<file path="config.mk">
export PLATFORM = sky130hd
export DESIGN_NAME = duplicate_message_filter
export DESIGN_NICKNAME = d
export VERILOG_FILES = /design/src/hdl/dmf_pkg.sv /design/src/hdl/dmf_ram.sv /design/src/hdl/duplicate_message_filter.sv
export SDC_FILE = /design/constraint.sdc
export NUM_CORES = 1
export LEC_CHECK = 0
export ABC_AREA = 1
export CAP_MARGIN = 5
export CORE_MARGIN = 3
export CORE_UTILIZATION = 44
export DETAILED_ROUTE_END_ITERATION = 8
export DONT_BUFFER_PORTS = 1
export PLACE_DENSITY_LB_ADDON = 0.1
export SLEW_MARGIN = 20
export SYNTH_ARGS = -nofsm -noshare
export SYNTH_HDL_FRONTEND = slang
export SYNTH_HIERARCHICAL = 1
export SYNTH_SLANG_ARGS = --single-unit
</file>
<file path="constraint.sdc">
create_clock -name clk -period 5.7 [get_ports clk]
set_input_delay 0.855 -clock clk [delete_from_list [all_inputs] [get_ports clk]]
set_output_delay 0.855 -clock clk [all_outputs]
set_load 0.05 [all_outputs]
</file>
<file path="src/hdl/dmf_pkg.sv">
// ----------------------------------------------------------------------------
// dmf_pkg
// Shared constants and types of the duplicate message filter.
// ----------------------------------------------------------------------------
package dmf_pkg;

    localparam int TABLE_ENTRIES  = 8;
    localparam int SERIAL_HISTORY = 5;

    localparam int SOURCE_W = 32;
    localparam int SERIAL_W = 8;
    localparam int IDX_W    = $clog2(TABLE_ENTRIES);
    localparam int PTR_W    = (SERIAL_HISTORY > 1) ? $clog2(SERIAL_HISTORY) : 1;

    localparam int IN_W     = SOURCE_W + SERIAL_W;
    localparam int IN_BYTES = (IN_W + 7) / 8;
    localparam int OUT_W    = 8;

    typedef struct packed {
        logic [PTR_W-1:0]                         slot_ptr;
        logic [SERIAL_HISTORY-1:0][SERIAL_W-1:0]  serials;
        logic [SOURCE_W-1:0]                      source;
    } row_t;

    localparam int ROW_W = $bits(row_t);

    typedef enum logic [2:0] {
        ST_IDLE,
        ST_SCAN,
        ST_HIT,
        ST_REP_RD,
        ST_REP_WR,
        ST_DONE
    } state_t;

endpackage

</file>
<file path="src/hdl/dmf_ram.sv">
// ----------------------------------------------------------------------------
// dmf_ram
// Generic simple dual-port RAM, one write port, one registered read port.
// ----------------------------------------------------------------------------
module dmf_ram #(
    parameter int WIDTH = 8,
    parameter int DEPTH = 8
) (
    input  logic                     clk,
    input  logic                     we,
    input  logic [$clog2(DEPTH)-1:0] waddr,
    input  logic [WIDTH-1:0]         wdata,
    input  logic                     re,
    input  logic [$clog2(DEPTH)-1:0] raddr,
    output logic [WIDTH-1:0]         rdata
);

    logic [WIDTH-1:0] mem [DEPTH];

    always_ff @(posedge clk)
    begin
        if (we)
        begin
            mem[waddr] <= wdata;
        end
        if (re)
        begin
            rdata <= mem[raddr];
        end
    end

endmodule

</file>
<file path="src/hdl/duplicate_message_filter.sv">
// ----------------------------------------------------------------------------
// duplicate_message_filter
// Flags messages whose source and serial were already seen in a small cache.
//
// channel | dir | beat contents (low bit first)           | handshake
// s_*     | in  | tdata: source_id[31:0], serial_number[7:0] | tvalid/tready
// m_*     | out | tdata: is_new[0], zero pad[7:1]           | tvalid/tready
//
// For each item, the table scan issues one row read per cycle from the entry
// RAM (registered read port), then the hit state checks the history and, for a
// new serial, writes the row back, or a miss reads and rewrites the replaced
// row. Reset clears per-entry valid bits; an invalid row reads as zero. A new
// item is taken while a result waits in the output register; the engine holds
// its next result until that register drains.
// ----------------------------------------------------------------------------
module duplicate_message_filter (
    input  logic                              clk,
    input  logic                              rst_n,
    input  logic                              s_tvalid,
    output logic                              s_tready,
    input  logic [dmf_pkg::IN_BYTES*8-1:0]    s_tdata,  // source_id, serial_number
    output logic                              m_tvalid,
    input  logic                              m_tready,
    output logic [dmf_pkg::OUT_W-1:0]         m_tdata   // is_new, zero pad
);

    dmf_pkg::state_t state_reg, state_next;

    logic [dmf_pkg::SOURCE_W-1:0]      src_reg, src_next;
    logic [dmf_pkg::SERIAL_W-1:0]      ser_reg, ser_next;
    logic [dmf_pkg::IDX_W-1:0]         idx_reg, idx_next;
    logic [dmf_pkg::IDX_W-1:0]         pidx_reg, pidx_next;
    logic [dmf_pkg::IDX_W-1:0]         hit_idx_reg, hit_idx_next;
    logic [dmf_pkg::IDX_W-1:0]         rp_reg, rp_next;
    logic                              pend_reg, pend_next;
    logic                              issued_all_reg, issued_all_next;
    logic [dmf_pkg::TABLE_ENTRIES-1:0] valid_reg, valid_next;
    logic                              rd_valid_reg;
    dmf_pkg::row_t                     row_reg, row_next;
    logic                              result_reg, result_next;
    logic                              out_valid_reg, out_valid_next;
    logic                              out_new_reg, out_new_next;

    logic                              ram_we;
    logic [dmf_pkg::IDX_W-1:0]         ram_waddr;
    dmf_pkg::row_t                     ram_wrow;
    logic                              ram_re;
    logic [dmf_pkg::IDX_W-1:0]         ram_raddr;
    logic [dmf_pkg::ROW_W-1:0]         ram_rdata;
    dmf_pkg::row_t                     row_rd;

    dmf_ram #(
        .WIDTH (dmf_pkg::ROW_W),
        .DEPTH (dmf_pkg::TABLE_ENTRIES)
    ) u_entry_ram (
        .clk   (clk),
        .we    (ram_we),
        .waddr (ram_waddr),
        .wdata (ram_wrow),
        .re    (ram_re),
        .raddr (ram_raddr),
        .rdata (ram_rdata)
    );

    assign row_rd   = rd_valid_reg ? dmf_pkg::row_t'(ram_rdata) : '0;
    assign m_tvalid = out_valid_reg;
    assign m_tdata  = {{(dmf_pkg::OUT_W-1){1'b0}}, out_new_reg};

    always_comb
    begin
        logic                         match;
        logic                         issue;
        logic                         dup;
        logic [dmf_pkg::PTR_W-1:0]    slot;
        logic                         out_free;
        dmf_pkg::row_t                wrow;

        state_next      = state_reg;
        src_next        = src_reg;
        ser_next        = ser_reg;
        idx_next        = idx_reg;
        pidx_next       = pidx_reg;
        hit_idx_next    = hit_idx_reg;
        rp_next         = rp_reg;
        pend_next       = 1'b0;
        issued_all_next = issued_all_reg;
        valid_next      = valid_reg;
        row_next        = row_reg;
        result_next     = result_reg;
        out_valid_next  = out_valid_reg;
        out_new_next    = out_new_reg;
        s_tready        = 1'b0;
        ram_we          = 1'b0;
        ram_waddr       = hit_idx_reg;
        ram_re          = 1'b0;
        ram_raddr       = idx_reg;
        match           = 1'b0;
        issue           = 1'b0;
        dup             = 1'b0;
        slot            = '0;
        wrow            = row_reg;
        out_free        = !out_valid_reg || m_tready;

        if (out_valid_reg && m_tready)
        begin
            out_valid_next = 1'b0;
        end

        case (state_reg)
            dmf_pkg::ST_IDLE:
            begin
                s_tready = 1'b1;
                if (s_tvalid)
                begin
                    src_next        = s_tdata[dmf_pkg::SOURCE_W-1:0];
                    ser_next        = s_tdata[dmf_pkg::IN_W-1:dmf_pkg::SOURCE_W];
                    idx_next        = '0;
                    issued_all_next = 1'b0;
                    state_next      = dmf_pkg::ST_SCAN;
                end
            end

            dmf_pkg::ST_SCAN:
            begin
                match = pend_reg && (row_rd.source == src_reg);
                issue = !issued_all_reg && !match;
                if (issue)
                begin
                    ram_re    = 1'b1;
                    ram_raddr = idx_reg;
                    pend_next = 1'b1;
                    pidx_next = idx_reg;
                    idx_next  = idx_reg + 1'b1;
                    if (idx_reg == dmf_pkg::IDX_W'(dmf_pkg::TABLE_ENTRIES - 1))
                    begin
                        issued_all_next = 1'b1;
                    end
                end
                if (match)
                begin
                    row_next     = row_rd;
                    hit_idx_next = pidx_reg;
                    state_next   = dmf_pkg::ST_HIT;
                end
                else if (pend_reg &&
                         pidx_reg == dmf_pkg::IDX_W'(dmf_pkg::TABLE_ENTRIES - 1))
                begin
                    state_next = dmf_pkg::ST_REP_RD;
                end
            end

            dmf_pkg::ST_HIT:
            begin
                for (int k = 0; k < dmf_pkg::SERIAL_HISTORY; k++)
                begin
                    if (row_reg.serials[k] == ser_reg)
                    begin
                        dup = 1'b1;
                    end
                end
                if (dup)
                begin
                    result_next = 1'b0;
                end
                else
                begin
                    if (row_reg.slot_ptr ==
                        dmf_pkg::PTR_W'(dmf_pkg::SERIAL_HISTORY - 1))
                    begin
                        slot = '0;
                    end
                    else
                    begin
                        slot = row_reg.slot_ptr + 1'b1;
                    end
                    wrow.slot_ptr      = slot;
                    wrow.serials[slot] = ser_reg;
                    ram_we             = 1'b1;
                    ram_waddr          = hit_idx_reg;
                    valid_next[hit_idx_reg] = 1'b1;
                    result_next        = 1'b1;
                end
                state_next = dmf_pkg::ST_DONE;
            end

            dmf_pkg::ST_REP_RD:
            begin
                if (rp_reg == dmf_pkg::IDX_W'(dmf_pkg::TABLE_ENTRIES - 1))
                begin
                    rp_next = '0;
                end
                else
                begin
                    rp_next = rp_reg + 1'b1;
                end
                ram_re     = 1'b1;
                ram_raddr  = rp_next;
                state_next = dmf_pkg::ST_REP_WR;
            end

            dmf_pkg::ST_REP_WR:
            begin
                wrow            = row_rd;
                wrow.source     = src_reg;
                wrow.serials[0] = ser_reg;
                ram_we          = 1'b1;
                ram_waddr       = rp_reg;
                valid_next[rp_reg] = 1'b1;
                result_next     = 1'b1;
                state_next      = dmf_pkg::ST_DONE;
            end

            dmf_pkg::ST_DONE:
            begin
                if (out_free)
                begin
                    out_valid_next = 1'b1;
                    out_new_next   = result_reg;
                    state_next     = dmf_pkg::ST_IDLE;
                end
            end

            default:
            begin
                state_next = dmf_pkg::ST_IDLE;
            end
        endcase

        ram_wrow = wrow;
    end

    always_ff @(posedge clk or negedge rst_n)
    begin
        if (!rst_n)
        begin
            state_reg      <= dmf_pkg::ST_IDLE;
            idx_reg        <= '0;
            pend_reg       <= 1'b0;
            issued_all_reg <= 1'b0;
            valid_reg      <= '0;
            rd_valid_reg   <= 1'b0;
            rp_reg         <= '0;
            out_valid_reg  <= 1'b0;
        end
        else
        begin
            state_reg      <= state_next;
            idx_reg        <= idx_next;
            pend_reg       <= pend_next;
            issued_all_reg <= issued_all_next;
            valid_reg      <= valid_next;
            rp_reg         <= rp_next;
            out_valid_reg  <= out_valid_next;
            if (ram_re)
            begin
                rd_valid_reg <= valid_reg[ram_raddr];
            end
        end
    end

    always_ff @(posedge clk)
    begin
        src_reg     <= src_next;
        ser_reg     <= ser_next;
        pidx_reg    <= pidx_next;
        hit_idx_reg <= hit_idx_next;
        row_reg     <= row_next;
        result_reg  <= result_next;
        out_new_reg <= out_new_next;
    end

endmodule

</file>
==> impl_results.md <==
* Status: finished, final reports clean
* Synthesized flop and latch total at 819
* Area contributors post-synth: edfxtp_1, nand2_1, inv_1, nand3_1, buf_2
* Largest family of logic cells by synthesized area: simple AND/OR/NAND/NOR gates
* CTS tree: done
* Kind of critical path: reg2reg
* Max VDD drop at 0.599 mV
* Cell variety after synth at 42
* Die Footprint at 89,100 um2
* Number of global-route vias before repair at 23,600
* Die width at 299 um
* Final setup fails at 0
* Vias per cell at 4.82
* Placer Congestion at 0.845
* Tmin final at 3.88 ns
* Final Cycle Share at 0.681
* Worst path arrival time at 4.23 ns
* Post-CTS Setup Inserts at 0
* Most frequent cells in the layout: nand2_1, inv_1, edfxtp_1
* Syn Area/Cell at 9.45 um2
* CP required at 6.05 ns
* Cell chain of the critical path: nor2_1 > nand2_4 > inv_1 > nor2_4 > clkinv_1 > buf_4 > o22ai_1 > o21bai_1
* Antenna violations before repair at 1
* Synth Warn # at 6
* Final instance area at 41,600 um2
* CTS clk-pin slew, worst paths at 0.06 ns
* DRC errors left at 0
* Class of the worst hold path: in2reg
* DR pass1 iterations at 6
* Synth-to-layout area growth at 10.5%
* CP Capture Type: flop
* Post-synthesis simple-gate area fraction at 0.213
* Seq/Total Area, Yosys at 0.650
* CP max stage cell: clkinv_1
* Root buffer cell: clkbuf_16
* CP peak stage delay at 0.75 ns
* Synth Area in XOR/XNOR at 0.00535
* Non-Filler Instances at 5,151
* Startpoint Class: flop
* Largest net degree at the start of global routing at 154
* Post-synth top area share at 0.636
* Unrepaired setup endpoints after global routing: false
* Post-route ant nets at 0
* Gate Count Post-Synth at 3,986
* Die height at 299 um
* Port Buffers at 0
* Rows at 106
* Leakage at 19.0 nW
* Final WL at 93,400 um
* Setup TNS at 0 ns
* Number of stages on the worst setup path at 8
* Ys flop type: edfxtp_1
* Total grt overflow at 0
* Post-synthesis cell area at 37,700 um2
* Maxcap violations at 0
* R2R cell count at 8
* Post-Synth Adder-Cell Area at 0.00199
* Max-slew violations at 0
* Asr flop ratio synth at 0.0256
* Synth area leader: edfxtp_1
* CTS buffer count at 88
* Hold path cells at 0
* Core Region at 84,200 um2
* Layout Skew at 0.0197 ns
* Crit path max-delay family: buffers and inverters
* Buf+Inv Stages, Crit Path at 3
* Final hold vios at 0
* FF+latch area at 24,500 um2
* Fmax at 257 MHz
* DP Area at 38,700 um2
* Ratio of cells with drive above 1 in the final layout at 0.0515
* Area of the multi-input gates at 9260 um2
* Slew @ Worst Pin at 1.07 ns
* Ant diodes at 0
* H-tree Lvls at 3
* Initial core utilization at 0.447
* Power Total at 20.4 mW
* Filler cells at 7,817
* Final hold slack at 0.308 ns
* Worst R2R Setup Slack at 1.82 ns
* Mux cell area share after synthesis at 0
* Rel. slew slack at 0.282
* TritonCTS Sinks at 819
* Post-synth EDFFs at 798
* Pwr/cell area at 491 nW/um2
* Nets@finish at 3,999
* Deepest clock path buffer count at 3
* I/O Pins at 54
* Total GRT Usage at 0.209
* Crit-path max FO at 56
* Max FFs per register at 600
* First-pass GRT wire length at 143,000 um
* Hpwl dp at 50,600 um
* Placed Cells incl. Taps at 4,991
* Most common cell after layout, fill and taps aside: nand2_1
* Via count at 24,800
* Drt wl/cell at 18.1 um
* Synth Area in Compound Gates at 0.0218
* DRT iter0 DRCs at 1,778
* Worst skew pair latency at 0.64 ns
[cell families (layout without fill, tap and decap cells)]
kind of cell,after synthesis,in the layout
simple gates,1985,1985
compound gates,146,146
xor+xnor,23,23
buf+inv,1006,1031
fa+ha+maj,6,6
other cells,1,7
flops,819,819
[layer usage]
metal  up-vias  global-route usage  wire (um)
met1     11700               0.289      42600
met5         -                   0         17
met3       158              0.0260       4030
met2       575               0.346      44300
met4         2              0.0622       2370
li1      12400                   -          -
[synthesized netlist by cell type, drive strengths merged, types with 9 or more instances]
| cell | instances |
|---|---|
| o21ai | 102 |
| nand4 | 23 |
| buf | 147 |
| nor2 | 57 |
| o22ai | 27 |
| edfxtp | 798 |
| nand3 | 333 |
| nand2 | 1561 |
| clkbuf | 28 |
| inv | 828 |
| dfrtp | 21 |
| xnor2 | 9 |
| xor2 | 14 |
[power by group]
| group | internal, mW | leakage, nW | switching (mW) |
|---|---|---|---|
| clock | 3.36 | 1.38 | 2.33 |
| sequential | 7.81 | 7.52 | 0.331 |
| combinational | 1.69 | 10.1 | 4.90 |
| total | 12.9 | 19.0 | 7.56 |
[final timing paths]
path | endpoint | start
min in group asynchronous | idx_reg[2] | rst_n
max in group asynchronous | rd_valid_reg | rst_n
hold / removal | src_reg[4] | s_tdata[4]
hold reg to reg | out_new_reg | result_reg
setup reg to reg | u_entry_ram/mem[1][73] | state_reg[0]
setup / recovery | u_entry_ram/mem[1][73] | state_reg[0]
[layout make-up]
cell class | instances | share of cell area
clock inverters | 51 | 0.0122
repair buffers | 42 | 0.0106
clock buffers | 107 | 0.0562
well taps | 1134 | 0.0341
inverters | 831 | 0.0755
multi-input cells | 2167 | 0.223
flip-flops and latches | 819 | 0.589
[through the flow]
step	utilization	worst slack (ns)
after floorplan	-	0.502
after global placement	0.460	1.91
after detailed placement	0.460	1.91
after CTS	0.494	1.86
after global routing	0.494	1.60
final	0.494	1.82
[repair_timing]
item	in CTS	in global routing
setup endpoints to repair	0	0
endpoints found under the hold margin	21	0
resized for setup	0	0
hold buffers	2	0
Power figures use the tool's default switching activity.
